## src/sae_pkg.sv

```systemverilog
// ----------------------------------------------------------------------------
// sae_pkg: shared types and constants for the swept box entry-time block
// holds the beat structs, side codes and default widths
// ----------------------------------------------------------------------------
package sae_pkg;

    localparam int COORD_BITS_DEF     = 16;
    localparam int MOVE_FRAC_BITS_DEF = 8;
    localparam int TIME_FRAC_BITS_DEF = 16;
    localparam int MOVE_W             = 20;
    localparam int SIDE_W             = 3;

    localparam logic [SIDE_W-1:0] SIDE_NONE   = 3'd0;
    localparam logic [SIDE_W-1:0] SIDE_RIGHT  = 3'd1;
    localparam logic [SIDE_W-1:0] SIDE_LEFT   = 3'd2;
    localparam logic [SIDE_W-1:0] SIDE_TOP    = 3'd3;
    localparam logic [SIDE_W-1:0] SIDE_BOTTOM = 3'd4;

    typedef struct packed {
        logic signed [COORD_BITS_DEF-1:0] my_left;
        logic signed [COORD_BITS_DEF-1:0] my_top;
        logic signed [COORD_BITS_DEF-1:0] my_right;
        logic signed [COORD_BITS_DEF-1:0] my_bottom;
        logic signed [COORD_BITS_DEF-1:0] other_left;
        logic signed [COORD_BITS_DEF-1:0] other_top;
        logic signed [COORD_BITS_DEF-1:0] other_right;
        logic signed [COORD_BITS_DEF-1:0] other_bottom;
        logic signed [MOVE_W-1:0]         move_x;
        logic signed [MOVE_W-1:0]         move_y;
    } in_beat_t;

    typedef struct packed {
        logic                        hit;
        logic [TIME_FRAC_BITS_DEF:0] entry_time;
        logic [SIDE_W-1:0]           side_code;
    } out_beat_t;

endpackage

```

## src/sae_front.sv

```systemverilog
// ----------------------------------------------------------------------------
// sae_front: gaps, exact time compares, hit decision and face select
// three register stages: gaps, cross product compares, then the decision
// ----------------------------------------------------------------------------
module sae_front #(
    parameter int COORD_BITS     = 16,
    parameter int MOVE_FRAC_BITS = 8,
    parameter int MOVE_W         = 20,
    parameter int SIDE_W         = 3
) (
    input  logic                          clk,
    input  logic                          rst_n,
    input  logic                          en,
    input  logic                          vld_in,
    input  logic signed [COORD_BITS-1:0]  ml, mt, mr, mb, ol, ot, orr, ob,
    input  logic signed [MOVE_W-1:0]      mvx, mvy,
    output logic                          vld_out,
    output logic                          hit,
    output logic [SIDE_W-1:0]             side,
    output logic [COORD_BITS:0]           num,
    output logic [MOVE_W:0]               den
);
    import sae_pkg::*;

    localparam int GW = COORD_BITS + 1;
    localparam int DW = MOVE_W + 1;
    localparam int PW = GW + DW + 1;
    localparam int OW = GW + MOVE_FRAC_BITS + 1;

    typedef struct packed {
        logic                 zero;
        logic signed [GW-1:0] g_in;
        logic signed [GW:0]   n_in;
        logic signed [GW:0]   n_out;
        logic [DW-1:0]        d;
    } axis_t;

    function automatic axis_t axis_calc(
        input logic signed [COORD_BITS-1:0] lo, hi, olo, ohi,
        input logic signed [MOVE_W-1:0] mv);
        axis_t a;
        logic signed [GW-1:0] gi, go;
        begin
            if (mv > 0)
            begin
                gi = GW'(olo) - GW'(hi);
                go = GW'(ohi) - GW'(lo);
            end
            else
            begin
                gi = GW'(ohi) - GW'(lo);
                go = GW'(olo) - GW'(hi);
            end
            a.zero  = (mv == '0);
            a.g_in  = gi;
            a.n_in  = (mv > 0) ? (GW+1)'(gi) : -(GW+1)'(gi);
            a.n_out = (mv > 0) ? (GW+1)'(go) : -(GW+1)'(go);
            a.d     = (mv > 0) ? DW'(mv) : -DW'(mv);
            axis_calc = a;
        end
    endfunction

    axis_t ax_c, ay_c, ax_reg, ay_reg;
    logic  v1_reg, v2_reg;
    logic signed [PW-1:0] xin_yden, yin_xden, xin_yout, yin_xout, xout_yin, yout_xin;
    logic  c_xy_reg, c_ixoy_reg, c_iyox_reg;

    assign ax_c = axis_calc(ml, mr, ol, orr, mvx);
    assign ay_c = axis_calc(mt, mb, ot, ob, mvy);

    // stage one: gaps per axis
    always_ff @(posedge clk or negedge rst_n)
    begin
        if (!rst_n)
        begin
            v1_reg <= 1'b0;
            v2_reg <= 1'b0;
        end
        else if (en)
        begin
            v1_reg <= vld_in;
            v2_reg <= v1_reg;
        end
    end

    always_ff @(posedge clk)
    begin
        if (en)
        begin
            ax_reg <= ax_c;
            ay_reg <= ay_c;
        end
    end

    // cross products of the finite times
    assign xin_yden = PW'(ax_reg.n_in)  * $signed({1'b0, ay_reg.d});
    assign yin_xden = PW'(ay_reg.n_in)  * $signed({1'b0, ax_reg.d});
    assign xin_yout = PW'(ax_reg.n_in)  * $signed({1'b0, ay_reg.d});
    assign yin_xout = PW'(ay_reg.n_out) * $signed({1'b0, ax_reg.d});
    assign xout_yin = PW'(ax_reg.n_out) * $signed({1'b0, ay_reg.d});
    assign yout_xin = PW'(ay_reg.n_in)  * $signed({1'b0, ax_reg.d});

    axis_t ax2_reg, ay2_reg;

    always_ff @(posedge clk)
    begin
        if (en)
        begin
            c_xy_reg   <= xin_yden > yin_xden;
            c_ixoy_reg <= xin_yout > yin_xout;
            c_iyox_reg <= yout_xin > xout_yin;
            ax2_reg    <= ax_reg;
            ay2_reg    <= ay_reg;
        end
    end

    // last stage: decision
    logic x_later, miss, hit_c;
    logic signed [OW-1:0] xi_sc, yi_sc;
    logic x_gt1, y_gt1;

    always_comb
    begin
        xi_sc = OW'(ax2_reg.n_in) <<< MOVE_FRAC_BITS;
        yi_sc = OW'(ay2_reg.n_in) <<< MOVE_FRAC_BITS;
        x_gt1 = !ax2_reg.zero && (xi_sc > $signed(OW'({1'b0, ax2_reg.d})));
        y_gt1 = !ay2_reg.zero && (yi_sc > $signed(OW'({1'b0, ay2_reg.d})));
        if (ax2_reg.zero)
            x_later = 1'b0;
        else if (ay2_reg.zero)
            x_later = 1'b1;
        else
            x_later = c_xy_reg;
        // entry versus exit; infinite exit never loses
        miss = 1'b0;
        if (ax2_reg.zero && ay2_reg.zero)
            miss = 1'b1;
        else if (ax2_reg.zero)
            miss = (ay2_reg.n_in > ay2_reg.n_out);
        else if (ay2_reg.zero)
            miss = (ax2_reg.n_in > ax2_reg.n_out);
        else
        begin
            if (ax2_reg.n_in > ax2_reg.n_out)
                miss = 1'b1;
            if (ay2_reg.n_in > ay2_reg.n_out)
                miss = 1'b1;
            if (c_ixoy_reg || c_iyox_reg)
                miss = 1'b1;
        end
        if ((ax2_reg.zero || ax2_reg.n_in < 0) && (ay2_reg.zero || ay2_reg.n_in < 0))
            miss = 1'b1;
        if (x_gt1 || y_gt1)
            miss = 1'b1;
        hit_c = !miss;
    end

    always_ff @(posedge clk)
    begin
        if (en)
        begin
            hit  <= hit_c;
            side <= !hit_c ? SIDE_NONE :
                    x_later ? ((ax2_reg.g_in > 0) ? SIDE_RIGHT : SIDE_LEFT) :
                              ((ay2_reg.g_in > 0) ? SIDE_TOP : SIDE_BOTTOM);
            num  <= x_later ? ax2_reg.n_in[COORD_BITS:0] : ay2_reg.n_in[COORD_BITS:0];
            den  <= x_later ? ax2_reg.d : ay2_reg.d;
        end
    end

    always_ff @(posedge clk or negedge rst_n)
    begin
        if (!rst_n)
            vld_out <= 1'b0;
        else if (en)
            vld_out <= v2_reg;
    end

endmodule

```

## config.mk

```make
export PLATFORM = sky130hd
export DESIGN_NAME = sae_front
export DESIGN_NICKNAME = d
export VERILOG_FILES = /design/src/sae_pkg.sv /design/src/sae_front.sv
export SDC_FILE = /design/constraint.sdc
export NUM_CORES = 2
export LEC_CHECK = 0
export ABC_CLOCK_PERIOD_IN_PS = 16000
export BUFFER_PORTS_ARGS = -buffer_cell sky130_fd_sc_hd__buf_2
export CORE_ASPECT_RATIO = 1.2
export CORE_MARGIN = 5
export CORE_UTILIZATION = 27
export CTS_CLUSTER_DIAMETER = 80
export CTS_CLUSTER_SIZE = 8
export DETAILED_ROUTE_END_ITERATION = 8
export PLACE_DENSITY = 0.53
export SYNTH_ARGS = -nofsm -noshare
export SYNTH_HDL_FRONTEND = slang
export SYNTH_SLANG_ARGS = --single-unit
```

## constraint.sdc

```tcl
create_clock -name clk -period 16 [get_ports clk]
set_clock_uncertainty 0.2 [all_clocks]
set_input_delay 2.4 -clock clk [delete_from_list [all_inputs] [get_ports clk]]
set_output_delay 2.4 -clock clk [all_outputs]
set_load 0.1 [all_outputs]
```

==> After elaboration in Yosys (flattened, before gate mapping) <==
Cells that the tools add are included.
{ "op_classes": {"add_sub_neg": 10, "mul": 4, "n_lt_le_gt_ge": 13, "n_mux": 25, "n_reduce_logical": 13} }
{ "op_table": {"columns": ["cell", "n"], "rows": [
  ["18-bit by 22-bit multiplier with 39-bit output", 4],
  ["39-bit greater-than comparator", 3],
  ["17-bit two-way mux", 5],
  ["18-bit two-way mux", 4],
  ["17-bit negator with 18-bit output", 4],
  ["16-bit by 16-bit subtractor with 17-bit output", 4],
  ["21-bit two-way mux", 3],
  ["26-bit by 22-bit greater-than comparator with 1-bit output", 2],
  ["20-bit negator with 21-bit output", 2],
  ["20-bit by 1-bit greater-than comparator with 1-bit output, second input constant", 2],
  ["20-bit zero test", 2],
  ["18-bit greater-than comparator", 2],
  ["18-bit by 1-bit less-than comparator with 1-bit output, second input constant", 2],
  ["17-bit by 1-bit greater-than comparator with 1-bit output, second input constant", 2],
  ["1-bit two-way mux", 10],
  ["3-bit two-way mux", 2],
  ["1-bit logical AND", 4],
  ["1-bit logical OR", 4],
  ["1-bit zero test", 3],
  ["2-bit two-way mux", 1]
]} }
{ "word_totals": {"reg_bits": 348, "word_cells": 95} }

==> Depth between registers and ports, before layout <==
{ "logic_depth": {"ltp_word": 10, "depth_mapped": 38} }

==> Worst setup path before layout <==
No wires, ideal clock.
{ "synth_timing": {"kind": "register to register", "start": "register ay_reg[10] (netlist name)", "end": "register c_iyox_reg (data pin)", "setup_ns": 0.265, "t_arrival_ns": 7.874, "path_slack_ns": 7.661, "stages_incl_launch_ff": 32, "path_buffers": 2, "path_cell_list": "edfxtp_1 > clkbuf_1 > clkbuf_1 > nand2_1 > fa_1 > fa_1 > fa_1 > fa_1 > inv_1 > fa_1 > inv_1 > fa_1 > inv_1 > ha_1 > and3_1 > and3_1 > a2111o_1 > a31o_2 > nor3_1 > o21ai_0 > a21o_1 > a21o_1 > a21o_1 > a2111o_1 > nand3_1 > ha_1 > nand4_1 > inv_1 > nand2_1 > or4_1 > o31ai_1 > mux2i_1"} }
{ "synth_via": {"elab_chain_len": 2} }
{ "synth_rtl": {"columns": ["element", "line", "rtl"], "rows": [
  ["start, declared", "sae_front.sv:63", "axis_t ax_c, ay_c, ax_reg, ay_reg;"],
  ["start signal, assigned", "sae_front.sv:91", "ay_reg <= ay_c;"],
  ["18-bit by 22-bit multiplier with 39-bit output", "sae_front.sv:100", "assign xout_yin = PW'(ax_reg.n_out) * $signed({1'b0, ay_reg.d});"],
  ["39-bit greater-than comparator", "sae_front.sv:111", "c_iyox_reg <= yout_xin > xout_yin;"],
  ["end signal, assigned", "sae_front.sv:111", null],
  ["end, declared", "sae_front.sv:66", "logic c_xy_reg, c_ixoy_reg, c_iyox_reg;"]
]} }
Every way passes these cells.
A chain may end at the register's enable or synchronous reset.

==> Worst setup path after layout <==
{ "layout_timing": {"start": "register ax_reg[48] (netlist name)", "end": "register c_ixoy_reg (data pin)"} }
{ "layout_via": {"elab_chain_len": 2} }
{ "layout_rtl": {"columns": ["element", "line", "rtl"], "rows": [
  ["start, declared", "sae_front.sv:63", null],
  ["start signal, assigned", "sae_front.sv:90", "ax_reg <= ax_c;"],
  ["18-bit by 22-bit multiplier with 39-bit output", "sae_front.sv:98", "assign xin_yout = PW'(ax_reg.n_in) * $signed({1'b0, ay_reg.d});"],
  ["39-bit greater-than comparator", "sae_front.sv:110", "c_ixoy_reg <= xin_yout > yin_xout;"],
  ["end signal, assigned", "sae_front.sv:110", null],
  ["end, declared", "sae_front.sv:66", null]
]} }
Every way passes these cells.

==> run summary <==
The flow ran to the end, and the final reports show no timing, DRC or antenna violations. In this run the cell area of the synthesized design comes to 72400 um2. In this run the critical register-to-register path is launched from ax_reg[48]$_DFFE_PP_. The H-tree depth reported by CTS was 2. The tightest min-delay check is of the reg -> reg type. Averaged over all synthesized cells, the footprint is 9.14 um2. The core region is 267000 um2. STA classifies the critical path endpoint as a flop. The longest clock path from root to sink contains 3 buffers. STA puts the critical path data arrival time at 10.47 ns. The delay of the slowest critical-path stage is 1.11 ns, and the routability congestion estimate is 0.899. The worst-case setup margin in the final layout is 5.68 ns, and the logic depth of the worst register-to-register path is 30.

The cell count after synthesis came out at 7922. Setup violations remaining at the end of the flow were counted as 0. The finished cells cover 78800 um2. The remaining max-slew budget at the tightest pin was 0.158; the period utilization was 0.645.

The tools report the number of global-route vias before repair as 58900. Start-to-end type of the worst setup path: reg -> reg. Yosys printed 0 warnings. The residual antenna-violating net count after detailed routing was 0; the wire length of the first global-routing pass was 345000 um.

In this run the most critical hold path is launched from ay_reg[64]$_DFFE_PP_. The die covers 279000 um2. The slew of the pin with the lowest slew margin came out at 1.25 ns.

The minimum clock period after layout is 10.32 ns, and the count of flip-flops with a built-in enable after synthesis is 341. The detailed router finished its first iteration with 3502 violations. After clock tree synthesis, the setup repair step added 0 buffers.

The sequential share of the synthesized area was 0.142. The area added between synthesis and finish is 8.83%. The run gives 0.160 as the overall global routing resource usage.

For the effective utilization at floorplan, the log shows 0.271. Most common library cell in the layout ignoring fill and taps: sky130_fd_sc_hd__inv_1. The number of failing hold endpoints at the final stage is 0. The critical path runs through a total of 30 cells.

TritonCTS built the clock tree. Input and output buffers added on the ports amount to 214. Dividing the detail-routed via count by the number of cells gives 4.72.

Summed over all layers, the global routing overflow is 0. For this run, the top clock speed supported by timing is 96.9 MHz. The count of unresolved DRC violations after routing came out at 0. The most used flip-flop cell after synthesis is sky130_fd_sc_hd__edfxtp_1. Clock-pin slew was measured on the worst setup and hold paths at 0.05 ns. The floorplan step set the die height to 577 um. After legalization and detailed placement, the total HPWL measured 178000 um. The final sum of negative setup slack came out at 0 ns.

Counting distinct cell types in the post-synthesis netlist gives 86. Leaving out fill and tap cells, the most frequent cells in the layout are 1793 x sky130_fd_sc_hd__inv_1, 1220 x sky130_fd_sc_hd__fa_1, 894 x sky130_fd_sc_hd__nand2_1. Counting instances, the worst hold path has a depth of 0. The tools report the number of nets in the final layout as 10100. The worst slack after detailed placement is 5.75 ns, and the total number of vias is 54300.

The worst register-to-register path has a setup slack of 5.68 ns. STA classifies the critical path startpoint as a flop. Of all nets on the critical path, the largest fanout is 22. Worst path required time: 16.15 ns. The number of buffers and inverters on the critical path was 5; the pin count of the biggest net entering global routing was 169. The number of clock buffers added by TritonCTS is 52. The total count of max-transition violations in the final report is 0.

In this run the critical register-to-register path is captured at c_ixoy_reg$_DFFE_PP_. The fraction of final layout cells sized beyond drive strength 1 works out to 0.0542. The proportion of register bits with asynchronous set or reset after synthesis works out to 0.00872. Broken down by cell family, the worst path's largest delay share belongs to adder cells. Once placement finished, the instance area stood at 77300 um2.

The tools report the worst hold margin as 0.210 ns. After synthesis the netlist holds a flip-flop and latch count of 344. The insertion delay to the later sink of the worst-skew pair is 0.63 ns.

Among the stages of the critical path, the cell type that occurs most often is sky130_fd_sc_hd__fa_1. After floorplanning, the core was divided into 208 placement rows. After clock tree synthesis, the repair step resized 0 gates. The number of max-capacitance violations reported was 0.

Hold repair after CTS inserted 0 buffers. 215 I/O pins were placed. The run gives 6 as the detailed-router iteration count before antenna repair.

The clock net in this run drives a total of 344 sinks. Setup repair after global routing left no endpoint under its margin. Wires add up to 223000 um. For hold timing, the worst endpoint is ay2_reg[64]$_DFFE_PP_. In the final routed layout, each cell accounts on average for 19.4 um. The cell at the root of the clock tree is sky130_fd_sc_hd__clkbuf_16. The number of antenna violations at the first check in global routing is 26. The width of the die is 483 um. The slowest stage of the critical path belongs to the cell sky130_fd_sc_hd__edfxtp_1.
metrics by stage:
| step | util | cells |
|---|---|---|
| after floorplan | - | 7923 |
| after global placement | 0.289 | 11400 |
| after detailed placement | 0.289 | 11400 |
| after CTS | 0.295 | 11500 |
| after global routing | 0.295 | 11500 |
| final | 0.295 | 11500 |
how the worst max path moves through the flow:
| stage | start | endpoint |
|---|---|---|
| after floorplan | ay_reg[10]$_DFFE_PP_ | c_iyox_reg$_DFFE_PP_ |
| after global placement | ax_reg[48]$_DFFE_PP_ | c_ixoy_reg$_DFFE_PP_ |
| final | ax_reg[48]$_DFFE_PP_ | c_ixoy_reg$_DFFE_PP_ |
| after global routing | ax_reg[48]$_DFFE_PP_ | c_ixoy_reg$_DFFE_PP_ |
| after CTS | ax_reg[48]$_DFFE_PP_ | c_ixoy_reg$_DFFE_PP_ |
| after detailed placement | ax_reg[48]$_DFFE_PP_ | c_ixoy_reg$_DFFE_PP_ |
cell usage after synthesis (all sizes together) (12+ instances only):
library cell,n,area [um2]
a2111oi,16,190
a211oi,40,305
a21boi,17,128
a21o,123,925
a21oi,215,1080
a31oi,31,194
and2,738,4620
and3,20,125
clkbuf,344,1290
edfxtp,341,10200
fa,1220,24400
ha,775,9700
inv,1793,6730
mux2,31,349
mux2i,20,200
nand2,894,3360
nand2b,78,488
nand3,56,280
nand4,49,307
nor2,212,796
nor2b,38,238
nor3,54,270
nor3b,12,90.1
nor4,33,213
o211ai,24,180
o21a,40,300
o21ai,185,926
o21bai,24,180
o31ai,22,170
o41ai,13,121
or2,13,81.3
or3,28,181
or4,12,90.1
xnor2,169,1480
xor2,99,867
layout make-up:
class | instances | area, um2
Fill cell | 28200 | 188000
Multi-Input combinational cell | 5435 | 54100
Sequential cell | 344 | 10300
Inverter | 1793 | 6730
Tap cell | 3570 | 4470
Timing Repair Buffer | 297 | 1710
Clock buffer | 67 | 1380
Clock inverter | 10 | 86.3
Antenna cell | 6 | 15.0
kinds of logic after synthesis:
group,share of synthesized area
AOI/OAI and AO/OA,0.0776
xor gates and xnor gates,0.0324
adders and majority gates,0.472
buffers and inverters,0.111
DFF,0.142
muxes,0.00759
other,0.0000518
and+or+nand+nor,0.157
layer usage:
layer,track usage,share of wire,routed length [um],vias up
li1,-,-,-,24500
met1,0.196,0.40,89400,27800
met3,0.0151,0.049,10900,402
met2,0.292,0.51,114000,1586
met4,0.0534,0.038,8580,6
met5,0,0.00016,35,-
Power is left out: the tool's default activity adds up to more than one toggle a clock period on the data nets, which glitch-free logic cannot reach.
